### config.mk
export PLATFORM = sky130hd
export DESIGN_NAME = nearest_neighbour_downscale_bgr_core
export DESIGN_NICKNAME = d
export VERILOG_FILES = /design/src/sv/nnd_pkg.sv /design/src/sv/nearest_neighbour_downscale_bgr_core.sv /design/src/sv/nnd_ratio.sv /design/src/sv/nnd_select.sv /design/src/sv/nnd_outbuf.sv
export SDC_FILE = /design/constraint.sdc
export NUM_CORES = 1
export LEC_CHECK = 0
export BUFFER_PORTS_ARGS = -buffer_cell sky130_fd_sc_hd__buf_2
export CAP_MARGIN = 5
export CORE_ASPECT_RATIO = 1.5
export CORE_MARGIN = 2
export CORE_UTILIZATION = 60
export CTS_CLUSTER_DIAMETER = 30
export DETAILED_ROUTE_END_ITERATION = 10
export GPL_TIMING_DRIVEN = 0
export PLACE_DENSITY = 0.83
export REMOVE_ABC_BUFFERS = 1
export SLEW_MARGIN = 0
export SYNTH_ARGS = -nofsm -noshare
export SYNTH_HDL_FRONTEND = slang
export SYNTH_SLANG_ARGS = --single-unit
### constraint.sdc
create_clock -name clk -period 15 [get_ports clk]
set_clock_uncertainty 0.1 [all_clocks]
set_input_delay 3 -clock clk [delete_from_list [all_inputs] [get_ports clk]]
set_output_delay 3 -clock clk [all_outputs]
set_load 0.01 [all_outputs]
### src/sv/nnd_pkg.sv
`timescale 1ns / 1ps
// shared types and constants for the nearest neighbor bgr downscaler
// no dependencies

package nnd_pkg;

    localparam int CFG_W       = 13;
    localparam int CFG_IDX_W   = 1;
    localparam int COLOR_W     = 8;
    localparam int RESET_SIZE  = 256;
    localparam int SETTLE_W    = 2;

    localparam logic [CFG_IDX_W-1:0] REG_SOURCE_WIDTH  = 1'b0;
    localparam logic [CFG_IDX_W-1:0] REG_SOURCE_HEIGHT = 1'b1;

    // cycles the ratio pipeline needs after a size change
    localparam logic [SETTLE_W-1:0] SETTLE_CYCLES = 2'd3;

    typedef struct packed {
        logic emit;
        logic eol;
        logic eof;
    } sel_t;

    typedef struct packed {
        logic [COLOR_W-1:0] byte_zero;
        logic [COLOR_W-1:0] byte_one;
        logic [COLOR_W-1:0] byte_two;
        logic               end_of_line;
        logic               end_of_frame;
    } pixel_t;

endpackage

### src/sv/nearest_neighbour_downscale_bgr_core.sv
`timescale 1ns / 1ps
// nearest neighbor downscaler, rgb in, bgr out with line and frame marks
// a kept pixel is registered in the output buffer, then shows on out_valid
// throughput: one source pixel per cycle, limited by output backpressure and the settle stall
// reset and every size write hold in_stall while the step ratio pipeline settles
// a size write restarts the frame; reset sizes are 256 x 256
// depends on nnd_pkg, nnd_ratio, nnd_select, nnd_outbuf

module nearest_neighbour_downscale_bgr_core #(
    parameter int MAX_DIM        = 256,
    parameter int MAX_SOURCE_DIM = 4096
) (
    input  logic                              clk,
    input  logic                              rst_n,
    input  logic                              cfg_write,
    input  logic [nnd_pkg::CFG_IDX_W-1:0]     cfg_index,
    input  logic [nnd_pkg::CFG_W-1:0]         cfg_data,
    input  logic                              in_valid,
    output logic                              in_stall,
    input  logic [nnd_pkg::COLOR_W-1:0]       red_in,
    input  logic [nnd_pkg::COLOR_W-1:0]       green_in,
    input  logic [nnd_pkg::COLOR_W-1:0]       blue_in,
    output logic                              out_valid,
    input  logic                              out_stall,
    output logic [nnd_pkg::COLOR_W-1:0]       byte_zero,
    output logic [nnd_pkg::COLOR_W-1:0]       byte_one,
    output logic [nnd_pkg::COLOR_W-1:0]       byte_two,
    output logic                              end_of_line,
    output logic                              end_of_frame
);

    localparam int SRC_W = $clog2(MAX_SOURCE_DIM + 1);
    localparam int DST_W = $clog2(MAX_DIM + 1);

    logic [SRC_W-1:0] src_w, src_h;
    logic [DST_W-1:0] dst_w, dst_h;
    logic [SRC_W-1:0] col_q, row_q;
    logic [DST_W-1:0] col_r, row_r;

    logic [nnd_pkg::SETTLE_W-1:0] settle_reg;
    logic                         buf_full;
    logic                         accept;
    nnd_pkg::sel_t                sel;
    nnd_pkg::pixel_t              pix_in;
    nnd_pkg::pixel_t              pix_out;

    nnd_ratio #(
        .MAX_DIM        (MAX_DIM),
        .MAX_SOURCE_DIM (MAX_SOURCE_DIM),
        .SRC_W          (SRC_W),
        .DST_W          (DST_W)
    ) u_ratio_w (
        .clk      (clk),
        .rst_n    (rst_n),
        .wr_en    (cfg_write && (cfg_index == nnd_pkg::REG_SOURCE_WIDTH)),
        .wr_data  (cfg_data),
        .src_size (src_w),
        .dst_size (dst_w),
        .step_q   (col_q),
        .step_r   (col_r)
    );

    nnd_ratio #(
        .MAX_DIM        (MAX_DIM),
        .MAX_SOURCE_DIM (MAX_SOURCE_DIM),
        .SRC_W          (SRC_W),
        .DST_W          (DST_W)
    ) u_ratio_h (
        .clk      (clk),
        .rst_n    (rst_n),
        .wr_en    (cfg_write && (cfg_index == nnd_pkg::REG_SOURCE_HEIGHT)),
        .wr_data  (cfg_data),
        .src_size (src_h),
        .dst_size (dst_h),
        .step_q   (row_q),
        .step_r   (row_r)
    );

    always_ff @(posedge clk or negedge rst_n)
    begin
        if (!rst_n)
        begin
            settle_reg <= nnd_pkg::SETTLE_CYCLES;
        end
        else if (cfg_write)
        begin
            settle_reg <= nnd_pkg::SETTLE_CYCLES;
        end
        else if (settle_reg != '0)
        begin
            settle_reg <= settle_reg - nnd_pkg::SETTLE_W'(1);
        end
    end

    assign in_stall = (settle_reg != '0) || buf_full;
    assign accept   = in_valid && !in_stall;

    nnd_select #(
        .SRC_W (SRC_W),
        .DST_W (DST_W)
    ) u_select (
        .clk     (clk),
        .rst_n   (rst_n),
        .restart (cfg_write),
        .accept  (accept),
        .src_w   (src_w),
        .src_h   (src_h),
        .dst_w   (dst_w),
        .dst_h   (dst_h),
        .col_q   (col_q),
        .col_r   (col_r),
        .row_q   (row_q),
        .row_r   (row_r),
        .sel     (sel)
    );

    // red and blue trade places
    assign pix_in.byte_zero    = blue_in;
    assign pix_in.byte_one     = green_in;
    assign pix_in.byte_two     = red_in;
    assign pix_in.end_of_line  = sel.eol;
    assign pix_in.end_of_frame = sel.eof;

    nnd_outbuf u_outbuf (
        .clk       (clk),
        .rst_n     (rst_n),
        .push      (accept && sel.emit),
        .push_data (pix_in),
        .full      (buf_full),
        .out_valid (out_valid),
        .out_stall (out_stall),
        .out_data  (pix_out)
    );

    assign byte_zero    = pix_out.byte_zero;
    assign byte_one     = pix_out.byte_one;
    assign byte_two     = pix_out.byte_two;
    assign end_of_line  = pix_out.end_of_line;
    assign end_of_frame = pix_out.end_of_frame;

endmodule

### src/sv/nnd_ratio.sv
`timescale 1ns / 1ps
// one axis: size register and pipelined split of source size into step quotient/remainder
// depends on nnd_pkg

module nnd_ratio #(
    parameter int MAX_DIM        = 256,
    parameter int MAX_SOURCE_DIM = 4096,
    parameter int SRC_W          = $clog2(MAX_SOURCE_DIM + 1),
    parameter int DST_W          = $clog2(MAX_DIM + 1)
) (
    input  logic                       clk,
    input  logic                       rst_n,
    input  logic                       wr_en,
    input  logic [nnd_pkg::CFG_W-1:0]  wr_data,
    output logic [SRC_W-1:0]           src_size,
    output logic [DST_W-1:0]           dst_size,
    output logic [SRC_W-1:0]           step_q,
    output logic [DST_W-1:0]           step_r
);

    localparam int RECIP_INT = (1 << SRC_W) / MAX_DIM;
    localparam int MUL_W     = $clog2(RECIP_INT + 1);
    localparam int PROD_W    = SRC_W + MUL_W;
    localparam int QD_W      = SRC_W + DST_W;

    localparam logic [MUL_W-1:0]  RECIP   = MUL_W'(RECIP_INT);
    localparam logic [DST_W-1:0]  DIM_D   = DST_W'(MAX_DIM);
    localparam logic [31:0]       DIM32   = 32'(MAX_DIM);
    localparam logic [31:0]       SRCMAX32 = 32'(MAX_SOURCE_DIM);

    function automatic logic [SRC_W-1:0] eff_size(input logic [nnd_pkg::CFG_W-1:0] v);
        logic [SRC_W-1:0] res;
        if (v == '0)
        begin
            res = SRC_W'(1);
        end
        else if (32'(v) > SRCMAX32)
        begin
            res = SRC_W'(MAX_SOURCE_DIM);
        end
        else
        begin
            res = SRC_W'(v);
        end
        return res;
    endfunction

    logic [SRC_W-1:0]  size_reg;
    logic [PROD_W-1:0] prod_reg;
    logic [SRC_W-1:0]  q0_reg;
    logic [SRC_W-1:0]  qd_reg;
    logic [SRC_W-1:0]  step_q_reg, step_q_next;
    logic [DST_W-1:0]  step_r_reg, step_r_next;
    logic [DST_W-1:0]  dst_reg, dst_next;

    logic [SRC_W-1:0]  q0_next;
    logic [QD_W-1:0]   qd_full;
    logic [SRC_W-1:0]  r0;
    logic [SRC_W-1:0]  r0_sub;

    always_ff @(posedge clk or negedge rst_n)
    begin
        if (!rst_n)
        begin
            size_reg <= eff_size(nnd_pkg::CFG_W'(nnd_pkg::RESET_SIZE));
        end
        else if (wr_en)
        begin
            size_reg <= eff_size(wr_data);
        end
    end

    assign q0_next = SRC_W'(prod_reg >> SRC_W);
    assign qd_full = QD_W'(q0_next) * QD_W'(DIM_D);
    assign r0      = size_reg - qd_reg;
    assign r0_sub  = r0 - SRC_W'(MAX_DIM);

    always_comb
    begin
        if (32'(size_reg) <= DIM32)
        begin
            step_q_next = SRC_W'(1);
            step_r_next = '0;
            dst_next    = DST_W'(size_reg);
        end
        else if (32'(r0) >= DIM32)
        begin
            step_q_next = q0_reg + SRC_W'(1);
            step_r_next = DST_W'(r0_sub);
            dst_next    = DIM_D;
        end
        else
        begin
            step_q_next = q0_reg;
            step_r_next = DST_W'(r0);
            dst_next    = DIM_D;
        end
    end

    always_ff @(posedge clk)
    begin
        prod_reg   <= PROD_W'(size_reg) * PROD_W'(RECIP);
        q0_reg     <= q0_next;
        qd_reg     <= SRC_W'(qd_full);
        step_q_reg <= step_q_next;
        step_r_reg <= step_r_next;
        dst_reg    <= dst_next;
    end

    assign src_size = size_reg;
    assign dst_size = dst_reg;
    assign step_q   = step_q_reg;
    assign step_r   = step_r_reg;

endmodule

### src/sv/nnd_select.sv
`timescale 1ns / 1ps
// raster position counters and remainder accumulators that pick the kept pixels
// depends on nnd_pkg

module nnd_select #(
    parameter int SRC_W = 13,
    parameter int DST_W = 9
) (
    input  logic              clk,
    input  logic              rst_n,
    input  logic              restart,
    input  logic              accept,
    input  logic [SRC_W-1:0]  src_w,
    input  logic [SRC_W-1:0]  src_h,
    input  logic [DST_W-1:0]  dst_w,
    input  logic [DST_W-1:0]  dst_h,
    input  logic [SRC_W-1:0]  col_q,
    input  logic [DST_W-1:0]  col_r,
    input  logic [SRC_W-1:0]  row_q,
    input  logic [DST_W-1:0]  row_r,
    output nnd_pkg::sel_t     sel
);

    logic [SRC_W-1:0] src_col_reg, src_col_next;
    logic [SRC_W-1:0] src_row_reg, src_row_next;
    logic [DST_W-1:0] out_col_reg, out_col_next;
    logic [DST_W-1:0] out_row_reg, out_row_next;
    logic [DST_W-1:0] col_rem_reg, col_rem_next;
    logic [DST_W-1:0] row_rem_reg, row_rem_next;
    logic [SRC_W-1:0] nxt_col_reg, nxt_col_next;
    logic [SRC_W-1:0] nxt_row_reg, nxt_row_next;

    logic             row_sel;
    logic             emit;
    logic             last_col;
    logic             last_row;
    logic [DST_W:0]   col_sum;
    logic [DST_W:0]   row_sum;
    logic             col_carry;
    logic             row_carry;

    assign row_sel  = (src_row_reg == nxt_row_reg) && (out_row_reg < dst_h);
    assign emit     = row_sel && (src_col_reg == nxt_col_reg) && (out_col_reg < dst_w);
    assign last_col = ({1'b0, src_col_reg} + (SRC_W+1)'(1)) >= {1'b0, src_w};
    assign last_row = ({1'b0, src_row_reg} + (SRC_W+1)'(1)) >= {1'b0, src_h};

    assign col_sum   = {1'b0, col_rem_reg} + {1'b0, col_r};
    assign row_sum   = {1'b0, row_rem_reg} + {1'b0, row_r};
    assign col_carry = col_sum >= {1'b0, dst_w};
    assign row_carry = row_sum >= {1'b0, dst_h};

    assign sel.emit = emit;
    assign sel.eol  = out_col_reg == (dst_w - DST_W'(1));
    assign sel.eof  = (out_col_reg == (dst_w - DST_W'(1))) &&
                      (out_row_reg == (dst_h - DST_W'(1)));

    always_comb
    begin
        src_col_next = src_col_reg;
        src_row_next = src_row_reg;
        out_col_next = out_col_reg;
        out_row_next = out_row_reg;
        col_rem_next = col_rem_reg;
        row_rem_next = row_rem_reg;
        nxt_col_next = nxt_col_reg;
        nxt_row_next = nxt_row_reg;

        if (emit)
        begin
            nxt_col_next = nxt_col_reg + col_q + SRC_W'(col_carry);
            col_rem_next = col_carry ? DST_W'(col_sum - {1'b0, dst_w}) : DST_W'(col_sum);
            out_col_next = out_col_reg + DST_W'(1);
        end

        if (last_col)
        begin
            src_col_next = '0;
            out_col_next = '0;
            nxt_col_next = '0;
            col_rem_next = '0;
            if (last_row)
            begin
                src_row_next = '0;
                out_row_next = '0;
                nxt_row_next = '0;
                row_rem_next = '0;
            end
            else
            begin
                if (row_sel)
                begin
                    nxt_row_next = nxt_row_reg + row_q + SRC_W'(row_carry);
                    row_rem_next = row_carry ? DST_W'(row_sum - {1'b0, dst_h})
                                             : DST_W'(row_sum);
                    out_row_next = out_row_reg + DST_W'(1);
                end
                src_row_next = src_row_reg + SRC_W'(1);
            end
        end
        else
        begin
            src_col_next = src_col_reg + SRC_W'(1);
        end
    end

    always_ff @(posedge clk or negedge rst_n)
    begin
        if (!rst_n)
        begin
            src_col_reg <= '0;
            src_row_reg <= '0;
            out_col_reg <= '0;
            out_row_reg <= '0;
            col_rem_reg <= '0;
            row_rem_reg <= '0;
            nxt_col_reg <= '0;
            nxt_row_reg <= '0;
        end
        else if (restart)
        begin
            src_col_reg <= '0;
            src_row_reg <= '0;
            out_col_reg <= '0;
            out_row_reg <= '0;
            col_rem_reg <= '0;
            row_rem_reg <= '0;
            nxt_col_reg <= '0;
            nxt_row_reg <= '0;
        end
        else if (accept)
        begin
            src_col_reg <= src_col_next;
            src_row_reg <= src_row_next;
            out_col_reg <= out_col_next;
            out_row_reg <= out_row_next;
            col_rem_reg <= col_rem_next;
            row_rem_reg <= row_rem_next;
            nxt_col_reg <= nxt_col_next;
            nxt_row_reg <= nxt_row_next;
        end
    end

endmodule

### src/sv/nnd_outbuf.sv
`timescale 1ns / 1ps
// output register with one skid entry for the pixel result channel
// depends on nnd_pkg

module nnd_outbuf (
    input  logic            clk,
    input  logic            rst_n,
    input  logic            push,
    input  nnd_pkg::pixel_t push_data,
    output logic            full,
    output logic            out_valid,
    input  logic            out_stall,
    output nnd_pkg::pixel_t out_data
);

    logic            main_valid_reg;
    logic            skid_valid_reg;
    nnd_pkg::pixel_t main_reg;
    nnd_pkg::pixel_t skid_reg;
    logic            main_free;

    assign main_free = !main_valid_reg || !out_stall;

    always_ff @(posedge clk or negedge rst_n)
    begin
        if (!rst_n)
        begin
            main_valid_reg <= 1'b0;
            skid_valid_reg <= 1'b0;
        end
        else if (main_free)
        begin
            main_valid_reg <= skid_valid_reg || push;
            skid_valid_reg <= 1'b0;
        end
        else if (push)
        begin
            skid_valid_reg <= 1'b1;
        end
    end

    always_ff @(posedge clk)
    begin
        if (main_free)
        begin
            main_reg <= skid_valid_reg ? skid_reg : push_data;
        end
        else if (push)
        begin
            skid_reg <= push_data;
        end
    end

    assign full      = skid_valid_reg;
    assign out_valid = main_valid_reg;
    assign out_data  = main_reg;

endmodule

==> results.yml <==
power_and_ir_drop:
  p_clk_share_pct: 31.7
  power.ir.vdd_worst_mv: 0.0979
  leakage_dissipation_nw: 6.80
  power_frac_seq_pct: 32.3
  switching_power_w: 0.000913
  sw_frac_of_total_pct: 36.7
  power.combinational.fraction_pct: 36.0
  internal-power_w: 0.00157
  cellPowerDensity_nw_per_um2: 162
  p_total_w: 0.00249
floorplan:
  area_of_the_die_um2: 24000
  die_h_um: 189
  num_rows: 67
  floorplan.io_pins: 71
  initial_standard_cell_utilization_of_the_core_pct: 61.1
  horiz_die_dim_um: 127
  core_area_um2: 22300
timing:
  rsz0062_at_grt: "false"
  timing_hold_violations_final: 0
  slew_headroom_pct: 10.2
  final_critical_path_required_period_ps: 5880
  setup-violations-final: 0
  tightest_slew_ps: 1340
  finalMaxSlewViolations: 0
  timing.final.ws_setup_ps: 9120
  max_clock_freq_mhz: 170
  post-route-period-util_pct: 39.2
  finalSetupTns_ps: 0
yosys:
  avgSynthCellArea_um2: 9.81
  synth_top_area_cell: "dfrtp_1"
  yosysWarningCount: 0
  synth-async-reset-ratio_pct: 49.6
  synth_cell_types: 68
  synth_top_cell_area_share_pct: 20.9
  synth_enable_flop_cells: 52
  synth.ff_latch_count: 238
  postSynth.topFlopCell: "dfrtp_1"
  synthTopCellsByArea: "dfrtp_1 21%, edfxtp_1 11%, dfxtp_1 10%"
  syn_inst: 1390
  synth.yosys.seq_area_share_pct: 43.1
  synthTopCellsByCount: "127 x nand2_1, 114 x dfrtp_1, 107 x ha_1"
  yosys.cell_count.top_type: "nand2_1"
  post_synth_design_cell_area_um2: 13600
clock_network:
  cts_buffer_depth: 3
  worst_setup_hold_path_clk_slew_ps: 60
  cts_sinks: 238
  insertion_delay_to_the_later_sink_of_the_worst_skew_pair_ps: 530
  post-cts-setup-buffer-count: 0
  cts-hold-fix-buffers: 0
  inserted_clock_buffers: 34
  clk_root_buffer_cell: "clkbuf_16"
  ctsHtreeMaxLevel: 2
  cts-resized-gates: 0
  tritoncts: "built"
final_layout:
  finalInstanceArea_um2: 15300
  number_of_fill_cells: 1630
  post_layout_nonfiller_instances: 1757
  finish.net_count: 1615
  area_growth_syn_to_fin_pct: 12.5
  seqCellArea_um2: 5880
  share_of_cells_above_drive_strength_1_pct: 12.5
  area_of_the_multi_input_gates_um2: 7190
  antennaDiodeCount: 0
setup_path:
  worstSetupEndpoint: "u_select.nxt_col_reg[8]"
  critPathArrivalTime_ps: 6240
  worstPathRequired_ps: 15350
  cp-end-kind: "flip-flop"
  crit_fanout: 9
  crit-reg2reg-capture: "u_select.nxt_col_reg[8]"
  worst_r2r_startpoint: "u_select.col_rem_reg[0]"
  worst_setup_path_start_kind: "flip-flop"
  reg2regPathDepth: 22
  timing.setup.critical_path_class: "reg -> reg"
  regToRegSetupSlack_ps: 9120
  cp-startpoint: "u_select.col_rem_reg[0]"
hold_path:
  worstHoldStart: "u_ratio_w.prod_reg[15]"
  holdCritPathClass: "reg -> reg"
detailed_routing:
  antenna_left: 0
  detail_route.vias_per_cell: 6.09
  drc: 0
  drt_pass1_iterations: 6
  initialDrtViolationCount: 795
  routed_wl_um: 31800
  via_count: 10700
  wl_per_cell_um: 18.1
global_route:
  grt_use_total_pct: 27.0
  grt_max_degree: 97
  first_pass_grt_wire_length_um: 52700
  grt_antenna_before_repair: 0
  grt_pass1_vias: 11100
  grt_overflow_total: 0
placement:
  dp_worst_setup_slack_ps: 8960
  dp_cells: 1694
  place_area_um2: 14200
  routabilityCongestion: 0.907
  placement.io_buffers: 70
  detailed_place_hpwl_um: 22600
status:
  run_status: "complete, no violations"
run:
  number_of_violations_of_the_max_capacitance_limit: 0
==> power by group through the flow <==
stage	Sequential, W	Combinational [W]	Clock, W
global placement	0.000812	0.000840	0
global route	0.000813	0.00100	0.000822
detailed placement	0.000813	0.000881	0
floorplan	0.000793	0.000675	0
CTS	0.000802	0.000892	0.000797
finish	0.000804	0.000895	0.000788
==> area by class of cell <==
class                      count  area share (%)
inverter                      94            2.30
clock inverter                23            1.58
timing repair buffer          75            2.73
clock buffer                  39            5.88
sequential                   238            38.4
multi-input combinational   1012            46.9
tap                          276            2.25
==> logic make-up after synthesis <==
kind of cell    after synthesis  share of synthesized area, %
buf+inv                     140                          4.17
xor+xnor                    121                          7.77
flops                       238                          43.1
simple gates                461                          17.1
fa+ha+maj                   117                          11.3
mux                          49                          3.85
compound gates              264                          12.6
==> worst min-delay path by stage <==
| stage | endpoint | cells after the start |
|---|---|---|
| after floorplan | u_ratio_h.qd_reg[10] | 0 |
| after global placement | u_ratio_h.qd_reg[11] | 0 |
| after detailed placement | u_ratio_h.qd_reg[11] | 0 |
| after CTS | u_ratio_w.q0_reg[2] | 0 |
| after global routing | u_ratio_h.qd_reg[9] | 0 |
| final | u_ratio_w.q0_reg[2] | 0 |
==> cells in the final DEF (no fill, tap or decap), types with 7 or more instances in the layout <==
cell	netlist	routed
a21o_1	11	11
a21oi_1	51	51
a22o_1	10	10
and2_1	12	12
and3_1	25	25
buf_2	15	69
clkbuf_16	0	35
dfrtp_1	114	114
dfxtp_1	68	68
edfxtp_1	52	52
fa_1	10	10
ha_1	107	107
inv_1	94	94
mux2_2	28	28
mux2i_1	21	21
nand2_1	127	127
nand2b_1	31	31
nand3_1	41	41
nand4_1	17	17
nor2_1	90	90
nor2b_1	19	19
nor3_1	33	33
nor4_1	17	16
o211ai_1	9	9
o21a_1	10	10
o21ai_0	96	96
o31ai_1	21	21
or3_1	12	12
or4_1	7	7
xnor2_1	81	81
xor2_1	40	40
==> metal layers <==
layer  track usage, %  routed length (um)  share of wire, %  vias up
met4             14.1                1470               4.6        0
met3             4.63                1860               5.8      115
met2             48.0               16000                50      395
met1             30.9               12500                39     5135
li1                 -                   -                 -     5049
met5                0                   0                 0        -
==> through the flow <==
stage | hold WS [ps] | utilization (%)
floorplan | 210 | -
global placement | 210 | 63.3
detailed placement | 213 | 63.6
CTS | 228 | 68.7
global route | 233 | 68.8
finish | 227 | 68.8
==> critical path, stage by stage (launching register included) <==
cell and delay, ps:
dfrtp_1 370, ha_1 220, fa_1 420, a21o_1 200, a221o_1 330, o41ai_1 340, xnor2_1 150, ha_1 350
nand2_1 60, nor3_1 210, a2111oi_0 100, o21ai_0 150, nand2b_1 540, inv_1 140, fa_1 430, fa_1 430
nor2b_1 130, o21a_1 150, o21a_1 140, o21ai_0 90, a211oi_1 350, and3_1 220, mux2i_1 180
Power figures use the tool's default switching activity.
